$ cat config.mk
export PLATFORM = sky130hd
export DESIGN_NAME = preemptive_priority_scheduler_flat
export DESIGN_NICKNAME = d
export VERILOG_FILES = /design/src/pps_pkg.sv /design/src/pps_in_if.sv /design/src/pps_out_if.sv /design/src/pps_datapath.sv /design/src/pps_controller.sv /design/src/preemptive_priority_scheduler.sv /design/src/flat_wrapper.sv
export SDC_FILE = /design/constraint.sdc
export NUM_CORES = 2
export LEC_CHECK = 0
export BUFFER_PORTS_ARGS = -buffer_cell sky130_fd_sc_hd__buf_2
export CAP_MARGIN = 20
export CORE_ASPECT_RATIO = 1.4
export CORE_MARGIN = 4
export CORE_UTILIZATION = 40
export CTS_CLUSTER_SIZE = 12
export DETAILED_ROUTE_END_ITERATION = 10
export GPL_TIMING_DRIVEN = 0
export PLACE_DENSITY_LB_ADDON = 0.25
export SETUP_SLACK_MARGIN = 0.2
export SYNTH_ARGS = -nofsm -noshare
export SYNTH_HDL_FRONTEND = slang
export SYNTH_SLANG_ARGS = --single-unit
$ cat constraint.sdc
create_clock -name i_clk -period 12.29 [get_ports i_clk]
set_clock_uncertainty 0.05 [all_clocks]
set_input_delay 3.0725 -clock i_clk [delete_from_list [all_inputs] [get_ports i_clk]]
set_output_delay 3.0725 -clock i_clk [all_outputs]
set_load 0.005 [all_outputs]
$ cat src/pps_pkg.sv
// shared constants, payload structs and controller/datapath signal groups
// for the preemptive priority scheduler; no dependencies
`timescale 1ns / 1ps

package pps_pkg;

    // process table size
    localparam int MAX_PROCS = 16;
    localparam int IDX_W     = (MAX_PROCS > 1) ? $clog2(MAX_PROCS) : 1;
    localparam int CNT_W     = $clog2(MAX_PROCS + 1);

    // field widths
    localparam int ARR_W  = 16;
    localparam int BUR_W  = 16;
    localparam int PRI_W  = 8;
    localparam int TIME_W = 23;
    localparam int SUM_W  = 29;
    localparam int PNUM_W = 7;

    // one process record
    typedef struct packed {
        logic [ARR_W-1:0] arrival_time;
        logic [BUR_W-1:0] burst_time;
        logic [PRI_W-1:0] priority_level;
        logic             last_process;
    } t_in_item;

    // one per-process result
    typedef struct packed {
        logic [PNUM_W-1:0] process_number;
        logic [TIME_W-1:0] completion_time;
        logic [TIME_W-1:0] turnaround_time;
        logic [TIME_W-1:0] waiting_time;
        logic [SUM_W-1:0]  sum_waiting;
        logic [SUM_W-1:0]  sum_turnaround;
        logic              last_result;
    } t_out_item;

    // controller to datapath commands
    typedef struct packed {
        logic load;       // store the record of the current input transfer
        logic idx_clr;    // restart the table index, drop scan results
        logic scan_step;  // evaluate the entry at the index, advance it
        logic update;     // advance time and the chosen process
        logic acc_ta;     // record completion, form turnaround
        logic acc_sum;    // form waiting time, add to totals
        logic out_cap;    // load the output register from the index entry
        logic out_next;   // advance the index to the next result
        logic clear_run;  // zero counters, time and sums
    } t_cmd;

    // datapath to controller status
    typedef struct packed {
        logic idx_end;    // index sits on the last loaded entry
        logic pick_found; // scan found a ready process
        logic step_done;  // the chosen process finishes in this step
        logic all_done;   // every loaded process has finished
    } t_sts;

endpackage

$ cat src/pps_in_if.sv
// input channel for process records
// depends on pps_pkg
`timescale 1ns / 1ps

interface pps_in_if;
    import pps_pkg::*;

    logic     valid;
    logic     ready;
    t_in_item data;

    modport source (output valid, output data, input ready);
    modport sink   (input valid, input data, output ready);
endinterface

$ cat src/pps_out_if.sv
// output channel for per-process results
// depends on pps_pkg
`timescale 1ns / 1ps

interface pps_out_if;
    import pps_pkg::*;

    logic      valid;
    logic      ready;
    t_out_item data;

    modport source (output valid, output data, input ready);
    modport sink   (input valid, input data, output ready);
endinterface

$ cat src/pps_datapath.sv
// process table, scan registers, time, sums and output register
// depends on pps_pkg; driven by pps_controller commands
`timescale 1ns / 1ps

module pps_datapath (
    input  logic                i_clk,
    input  logic                i_rst_n,
    input  pps_pkg::t_in_item   i_item,
    input  pps_pkg::t_cmd       i_cmd,
    output pps_pkg::t_sts       o_sts,
    output pps_pkg::t_out_item  o_item
);
    import pps_pkg::*;

    // process table
    logic [ARR_W-1:0]  r_arr  [MAX_PROCS];
    logic [BUR_W-1:0]  r_bur  [MAX_PROCS];
    logic [PRI_W-1:0]  r_pri  [MAX_PROCS];
    logic [BUR_W-1:0]  r_rem  [MAX_PROCS];
    logic [TIME_W-1:0] r_comp [MAX_PROCS];

    // run counters
    logic [CNT_W-1:0]  r_count;
    logic [CNT_W-1:0]  r_fin;
    logic [TIME_W-1:0] r_time;
    logic [SUM_W-1:0]  r_wsum;
    logic [SUM_W-1:0]  r_tsum;
    logic [IDX_W-1:0]  r_idx;

    // scan results
    logic              r_found;
    logic [PRI_W-1:0]  r_best;
    logic [IDX_W-1:0]  r_pick_idx;
    logic [ARR_W-1:0]  r_pick_arr;
    logic [BUR_W-1:0]  r_pick_bur;
    logic [BUR_W-1:0]  r_pick_rem;
    logic              r_have_next;
    logic [ARR_W-1:0]  r_next;
    logic [TIME_W-1:0] r_ta;

    // output register
    t_out_item         r_out;

    // entry under the index
    logic [ARR_W-1:0]  w_arr;
    logic [BUR_W-1:0]  w_bur;
    logic [PRI_W-1:0]  w_pri;
    logic [BUR_W-1:0]  w_rem;
    logic [TIME_W-1:0] w_comp;
    logic              w_ready;
    logic              w_future;

    // time step
    logic [TIME_W-1:0] w_delta;
    logic              w_cut;
    logic [TIME_W-1:0] w_step;
    logic [TIME_W-1:0] w_wt;

    // output values
    logic [TIME_W-1:0] w_out_ta;
    logic [TIME_W-1:0] w_out_wt;

    logic [BUR_W-1:0]  w_load_bur;
    logic [IDX_W-1:0]  w_load_idx;

    assign w_arr  = r_arr[r_idx];
    assign w_bur  = r_bur[r_idx];
    assign w_pri  = r_pri[r_idx];
    assign w_rem  = r_rem[r_idx];
    assign w_comp = r_comp[r_idx];

    // readiness of the indexed entry against the current time
    assign w_ready  = (w_rem != '0) && (TIME_W'(w_arr) <= r_time);
    assign w_future = (w_rem != '0) && (TIME_W'(w_arr) > r_time);

    // run the pick until done or until the next arrival
    assign w_delta = TIME_W'(r_next) - r_time;
    assign w_cut   = r_have_next && (w_delta < TIME_W'(r_pick_rem));
    assign w_step  = w_cut ? w_delta : TIME_W'(r_pick_rem);
    assign w_wt    = r_ta - TIME_W'(r_pick_bur);

    assign w_out_ta = w_comp - TIME_W'(w_arr);
    assign w_out_wt = w_out_ta - TIME_W'(w_bur);

    // zero burst counts as one unit
    assign w_load_bur = (i_item.burst_time == '0) ? BUR_W'(1) : i_item.burst_time;
    assign w_load_idx = r_count[IDX_W-1:0];

    // status
    assign o_sts.idx_end    = ((CNT_W'(r_idx) + CNT_W'(1)) == r_count);
    assign o_sts.pick_found = r_found;
    assign o_sts.step_done  = !w_cut;
    assign o_sts.all_done   = (r_fin == r_count);

    assign o_item = r_out;

    // table writes
    always_ff @(posedge i_clk) begin
        if (i_cmd.load && (r_count < CNT_W'(MAX_PROCS))) begin
            r_arr[w_load_idx] <= i_item.arrival_time;
            r_bur[w_load_idx] <= w_load_bur;
            r_pri[w_load_idx] <= i_item.priority_level;
            r_rem[w_load_idx] <= w_load_bur;
        end
        if (i_cmd.update && r_found) begin
            r_rem[r_pick_idx] <= r_pick_rem - w_step[BUR_W-1:0];
        end
        if (i_cmd.acc_ta) begin
            r_comp[r_pick_idx] <= r_time;
        end
    end

    // counters, time and sums
    always_ff @(posedge i_clk) begin
        if (!i_rst_n || i_cmd.clear_run) begin
            r_count <= '0;
            r_fin   <= '0;
            r_time  <= '0;
            r_wsum  <= '0;
            r_tsum  <= '0;
        end else begin
            if (i_cmd.load && (r_count < CNT_W'(MAX_PROCS))) begin
                r_count <= r_count + CNT_W'(1);
            end
            if (i_cmd.update) begin
                if (r_found) begin
                    r_time <= r_time + w_step;
                end else begin
                    r_time <= TIME_W'(r_next);
                end
            end
            if (i_cmd.acc_ta) begin
                r_fin <= r_fin + CNT_W'(1);
            end
            if (i_cmd.acc_sum) begin
                r_wsum <= r_wsum + SUM_W'(w_wt);
                r_tsum <= r_tsum + SUM_W'(r_ta);
            end
        end
    end

    // table index
    always_ff @(posedge i_clk) begin
        if (!i_rst_n || i_cmd.idx_clr) begin
            r_idx <= '0;
        end else if (i_cmd.scan_step || i_cmd.out_next) begin
            r_idx <= r_idx + IDX_W'(1);
        end
    end

    // scan: best ready entry and earliest pending arrival
    always_ff @(posedge i_clk) begin
        if (!i_rst_n || i_cmd.idx_clr) begin
            r_found     <= 1'b0;
            r_have_next <= 1'b0;
        end else if (i_cmd.scan_step) begin
            if (w_ready && (!r_found || (w_pri < r_best))) begin
                r_found    <= 1'b1;
                r_best     <= w_pri;
                r_pick_idx <= r_idx;
                r_pick_arr <= w_arr;
                r_pick_bur <= w_bur;
                r_pick_rem <= w_rem;
            end
            if (w_future && (!r_have_next || (w_arr < r_next))) begin
                r_have_next <= 1'b1;
                r_next      <= w_arr;
            end
        end
    end

    // turnaround of the finished process
    always_ff @(posedge i_clk) begin
        if (i_cmd.acc_ta) begin
            r_ta <= r_time - TIME_W'(r_pick_arr);
        end
    end

    // result register
    always_ff @(posedge i_clk) begin
        if (i_cmd.out_cap) begin
            r_out.process_number  <= PNUM_W'(r_idx) + PNUM_W'(1);
            r_out.completion_time <= w_comp;
            r_out.turnaround_time <= w_out_ta;
            r_out.waiting_time    <= w_out_wt;
            r_out.sum_waiting     <= r_wsum;
            r_out.sum_turnaround  <= r_tsum;
            r_out.last_result     <= o_sts.idx_end;
        end
    end

endmodule

$ cat src/pps_controller.sv
// sequencer for load, scan, time step, accumulate and result phases
// depends on pps_pkg; commands pps_datapath
`timescale 1ns / 1ps

module pps_controller (
    input  logic           i_clk,
    input  logic           i_rst_n,
    input  logic           i_in_valid,
    input  logic           i_in_last,
    output logic           o_in_ready,
    output logic           o_out_valid,
    input  logic           i_out_ready,
    input  pps_pkg::t_sts  i_sts,
    output pps_pkg::t_cmd  o_cmd
);
    import pps_pkg::*;

    localparam logic [2:0] S_LOAD   = 3'd0;
    localparam logic [2:0] S_SCAN   = 3'd1;
    localparam logic [2:0] S_UPDATE = 3'd2;
    localparam logic [2:0] S_ACC1   = 3'd3;
    localparam logic [2:0] S_ACC2   = 3'd4;
    localparam logic [2:0] S_OUTC   = 3'd5;
    localparam logic [2:0] S_OUTW   = 3'd6;

    logic [2:0] r_state;
    logic [2:0] n_state;

    // state register
    always_ff @(posedge i_clk) begin
        if (!i_rst_n) begin
            r_state <= S_LOAD;
        end else begin
            r_state <= n_state;
        end
    end

    // no record is taken while reset is held
    assign o_in_ready  = i_rst_n && (r_state == S_LOAD);
    assign o_out_valid = (r_state == S_OUTW);

    // next state and commands
    always_comb begin
        n_state = r_state;
        o_cmd   = '0;
        unique case (r_state)
            S_LOAD: begin
                if (i_in_valid) begin
                    o_cmd.load = 1'b1;
                    if (i_in_last) begin
                        o_cmd.idx_clr = 1'b1;
                        n_state       = S_SCAN;
                    end
                end
            end
            S_SCAN: begin
                o_cmd.scan_step = 1'b1;
                if (i_sts.idx_end) begin
                    n_state = S_UPDATE;
                end
            end
            S_UPDATE: begin
                o_cmd.update  = 1'b1;
                o_cmd.idx_clr = 1'b1;
                if (i_sts.pick_found && i_sts.step_done) begin
                    n_state = S_ACC1;
                end else begin
                    n_state = S_SCAN;
                end
            end
            S_ACC1: begin
                o_cmd.acc_ta = 1'b1;
                n_state      = S_ACC2;
            end
            S_ACC2: begin
                o_cmd.acc_sum = 1'b1;
                if (i_sts.all_done) begin
                    n_state = S_OUTC;
                end else begin
                    n_state = S_SCAN;
                end
            end
            S_OUTC: begin
                o_cmd.out_cap = 1'b1;
                n_state       = S_OUTW;
            end
            S_OUTW: begin
                if (i_out_ready) begin
                    if (i_sts.idx_end) begin
                        o_cmd.clear_run = 1'b1;
                        o_cmd.idx_clr   = 1'b1;
                        n_state         = S_LOAD;
                    end else begin
                        o_cmd.out_next = 1'b1;
                        n_state        = S_OUTC;
                    end
                end
            end
            default: begin
                n_state = S_LOAD;
            end
        endcase
    end

endmodule

$ cat src/preemptive_priority_scheduler.sv
// Preemptive priority scheduler: takes process records (arrival, burst,
// priority) one per cycle into a table of pps_pkg::MAX_PROCS entries; the
// record marked last_process starts a run from time zero that serves, at each
// time unit, the arrived unfinished process with the smallest priority
// number (ties to the earliest loaded), then delivers one result per
// process in load order with the run totals, and clears for the next batch.
// Records beyond the table size are dropped; a zero burst counts as one.
// The run moves from event to event (a completion or an arrival, at most
// 2n events for n records); each event costs one scan of the table, one
// entry per cycle, plus an update step, and a completion adds the two
// accumulate steps, so the run time is set by the table scan. Each result
// is captured, then offered and held until the output takes it. No record
// is taken during a run.
// depends on pps_pkg, pps_in_if, pps_out_if, pps_controller, pps_datapath
`timescale 1ns / 1ps

module preemptive_priority_scheduler (
    input  logic     i_clk,
    input  logic     i_rst_n,
    pps_in_if.sink   i_in,
    pps_out_if.source o_out
);
    import pps_pkg::*;

    t_cmd      w_cmd;
    t_sts      w_sts;
    t_out_item w_out_item;
    logic      w_in_ready;
    logic      w_out_valid;

    // sequencer
    pps_controller u_ctrl (
        .i_clk       (i_clk),
        .i_rst_n     (i_rst_n),
        .i_in_valid  (i_in.valid),
        .i_in_last   (i_in.data.last_process),
        .o_in_ready  (w_in_ready),
        .o_out_valid (w_out_valid),
        .i_out_ready (o_out.ready),
        .i_sts       (w_sts),
        .o_cmd       (w_cmd)
    );

    // table and arithmetic
    pps_datapath u_dp (
        .i_clk   (i_clk),
        .i_rst_n (i_rst_n),
        .i_item  (i_in.data),
        .i_cmd   (w_cmd),
        .o_sts   (w_sts),
        .o_item  (w_out_item)
    );

    assign i_in.ready  = w_in_ready;
    assign o_out.valid = w_out_valid;
    assign o_out.data  = w_out_item;

endmodule

$ cat src/flat_wrapper.sv
// flat-port wrapper written by rule: the top's interface ports become plain ports
module preemptive_priority_scheduler_flat import pps_pkg::*;
  (i_clk, i_rst_n, i_in_valid, i_in_data, i_in_ready, o_out_valid, o_out_data, o_out_ready);
  pps_in_if i_in_i ();
  pps_out_if o_out_i ();
  input  logic i_clk;
  input  logic i_rst_n;
  input wire logic [$bits(i_in_i.valid)-1:0] i_in_valid;
  input wire logic [$bits(i_in_i.data)-1:0] i_in_data;
  output wire logic [$bits(i_in_i.ready)-1:0] i_in_ready;
  output wire logic [$bits(o_out_i.valid)-1:0] o_out_valid;
  output wire logic [$bits(o_out_i.data)-1:0] o_out_data;
  input wire logic [$bits(o_out_i.ready)-1:0] o_out_ready;
  assign i_in_i.valid = i_in_valid;
  assign i_in_i.data = i_in_data;
  assign i_in_ready = i_in_i.ready;
  assign o_out_valid = o_out_i.valid;
  assign o_out_data = o_out_i.data;
  assign o_out_i.ready = o_out_ready;
  preemptive_priority_scheduler u_core (.i_clk(i_clk), .i_rst_n(i_rst_n), .i_in(i_in_i), .o_out(o_out_i));
endmodule
==> out/results.ini <==
[die]
dieArea_um2 = 178300
rows = 179
fp.dieW_um = 358.0
die_y_um = 498.0
start_util_pct = 40.30
io_pins = 182
core_um2 = 170200

[drt]
finalWirelength_mm = 186.0
drtIter0Drc = 3665
drc = 0
vias = 37711
ant_nets = 0
dr.pass1.iters = 5
wire_per_inst_um = 27.57
routed.top_layer = met5
wl_met2_mm = 94.20
vias_per_cell = 5.590
wl_met1_mm = 73.60
met3_length_mm = 9.839

[yosys]
synthDistinctLibCells = 87
ys.flop_type = edfxtp_1
syn_area_per_cell_um2 = 17.23
synth_common_cells = edfxtp_1 (1496), mux4_2 (387), ha_1 (216)
yosysWarnings = 0
synth_edf_count = 1496
yosys-top-cells-area = edfxtp_1 (65%), mux4_2 (13%), ha_1 (3.9%)
yosys.area.top_type = edfxtp_1
async_flop_share_pct = 0
syn_area_um2 = 68600
synth-seq-cells = 1600
seq_area_frac_synth_pct = 68.52
yosysMostFrequentCell = edfxtp_1
syn_inst = 3982
synth_top_area_share_pct = 65.48

[flow_run]
drv_cap = 0

[placement]
hpwlAfterDp_mm = 128.1
place_inst = 6504
globalplace.congestion = 0.8807
port_buffers = 179

[timing]
finalCritPeriodShare_pct = 77.55
post-route-min-period_ns = 9.530
finalHoldViolCount = 0
finalSetupViolCount = 0
max_freq_mhz = 104.9
tightest_slew_ns = 1.084
tns_ns = 0
slew_viol_final = 0
relSlewSlack_pct = 27.76
rsz0062_at_grt = false

[cts]
clockBufferDepth = 3
clkSinkCount = 1600
cts_tree = built
cts_setup_buffers = 0
cts-root-buf = clkbuf_16
cts.clk_slew.worst_paths_ns = 0.06
htree_levels = 4
clkLatencyLatePin_ns = 0.79
cts_resized = 0
hold_buffers = 0
numCtsBuffers = 159

[power_and_ir_drop]
powerDensity_nw_per_um2 = 204.9
vdd_drop_max_uv = 147.1
total_leakage_power_nw = 26.26
power_mw = 16.13

[global_route]
grt_max_degree = 73
antenna_found_initial = 17
grt_usage_pct = 20.84
grt_pass1_wl_mm = 267.2
grt_pass1_vias = 38347
grt_overflow_total = 0

[worst_setup_path]
worstPathMaxFanout = 10
cp-start-kind = flip-flop
critical_path_arrival_ns = 10.01
max_stage_delay_ns = 0.84
crit_slowest_cell = buf_1
worstSetupPathType = reg -> reg
cp.required_ns = 12.77
crit_path_end_kind = flip-flop
crit_buf_inv = 8
crit_family = buffers and inverters

[min_path]
min_from = u_core.u_dp.r_tsum[28]
hp-class = reg -> reg

[final_layout]
drive_gt1_share_pct = 22.18
fin_nets = 4677
register_area_um2 = 47010
area_delta_synth_final_pct = 14.75
fin_util_pct = 46.25
final_cells = 6746
multi_input_area_um2 = 20420
nFillCells = 14565

[status]
outcome = completed

## cells in the final DEF, fill, tap and decap left out, types with 15 or more instances in the layout
cell	synthesis	layout
a21oi_1	173	173
buf_2	29	210
a21o_1	54	54
nand3_1	53	53
a211oi_1	34	34
nand4_1	18	18
a31oi_1	16	15
o21a_1	32	32
buf_8	1	23
inv_1	162	162
buf_16	0	23
nor2b_1	42	42
nand2_1	158	158
nand2b_1	31	31
buf_6	7	29
clkbuf_16	0	164
nor3_1	42	38
clkbuf_1	98	133
or3_1	23	23
dfxtp_1	104	104
mux4_2	387	387
nor2_1	197	169
and3_1	25	17
ha_1	216	216
inv_2	23	23
mux2i_1	30	30
o21ai_0	107	98
buf_1	23	21
o21ai_1	20	29
xor2_1	60	60
nor2_2	1	17
nor4_1	18	18
xnor2_1	92	92
edfxtp_1	1496	1496
## final timing paths
| kind | to | slack [ns] | cells past startpoint |
|---|---|---|---|
| max | u_core.u_dp.o_item[80] | 2.76 | 28 |
| min | u_core.u_dp.o_item[29] | 0.41 | 0 |
| min reg2reg | u_core.u_dp.o_item[29] | 0.41 | 0 |
| max reg2reg | u_core.u_dp.o_item[80] | 2.76 | 28 |
## state kept, by name, summed over array words and instances (netlist names), 3 cells and up, named ones only
name and count:
u_core.u_dp.r_idx 4, u_core.u_dp.r_wsum 29, u_core.u_dp.o_item 133, u_core.u_dp.r_ta 23, u_core.u_dp.r_pick_idx 4, u_core.u_dp.r_pick_rem 16
u_core.u_dp.r_comp 368, u_core.u_dp.r_count 5, u_core.u_dp.r_time 23, u_core.u_dp.r_tsum 29, u_core.u_dp.r_arr 256, u_core.u_dp.r_rem 256
u_core.u_ctrl.r_state 3, u_core.u_dp.r_pick_bur 16, u_core.u_dp.r_best 8, u_core.u_dp.r_pri 128, u_core.u_dp.r_bur 256, u_core.u_dp.r_pick_arr 16
u_core.u_dp.r_fin 5, u_core.u_dp.r_next 16
## per-stage QoR
| stage | hold slack [ns] | setup slack [ns] | cell area (um^2) |
|---|---|---|---|
| 2_1_floorplan | 0.3656 | 4.657 | 68610 |
| 3_3_place_gp | 0.3837 | 1.491 | 72330 |
| 3_5_place_dp | 0.3897 | 2.693 | 74010 |
| 4_1_cts | 0.4036 | 2.677 | 78650 |
| 5_1_grt | 0.4329 | 2.221 | 78720 |
| 6_report | 0.4080 | 2.760 | 78720 |
## cells by family after synthesis
| logic type | after synthesis | synth area share [%] |
|---|---|---|
| compound gates | 552 | 5.079 |
| other cells | 1 | 0.005466 |
| xor+xnor | 155 | 2.012 |
| flops | 1600 | 68.52 |
| mux | 432 | 13.39 |
| fa+ha+maj | 225 | 4.202 |
| simple gates | 669 | 4.718 |
| buf+inv | 348 | 2.077 |
## power by group
part | switching (mW) | total (mW) | leakage (nW) | internal, mW
combinational | 2.95 | 5.10 | 9.52 | 2.14
clock | 1.99 | 4.49 | 2.25 | 2.51
sequential | 0.147 | 6.54 | 14.5 | 6.40
total | 5.09 | 16.1 | 26.3 | 11.0
## worst register-to-register path, delay by kind of cell, from the launching register on
kind | cells | cell delay (ns)
flops | 1 | 0.36
xor+xnor | 2 | 0.37
simple gates | 4 | 0.54
fa+ha+maj | 3 | 0.93
compound gates | 9 | 2.52
mux | 2 | 1.01
buf+inv | 8 | 3.49
## metal layers
| layer | track usage, % | up-vias |
|---|---|---|
| li1 | - | 16609 |
| met1 | 26.29 | 19544 |
| met2 | 36.09 | 1237 |
| met3 | 2.902 | 311 |
| met4 | 8.556 | 10 |
| met5 | 0 | - |
## area by class of cell
class                           count  area share [%]
Buffer                            163          0.9314
Sequential cell                  1600           59.71
Antenna cell                        2        0.006358
Inverter                          185          0.8821
Clock inverter                     36          0.4880
Multi-Input combinational cell   2035           25.94
Tap cell                         2262           3.595
Clock buffer                      200           5.398
Timing Repair Buffer              263           3.045
Note: power is estimated with default switching activity, not from simulation.
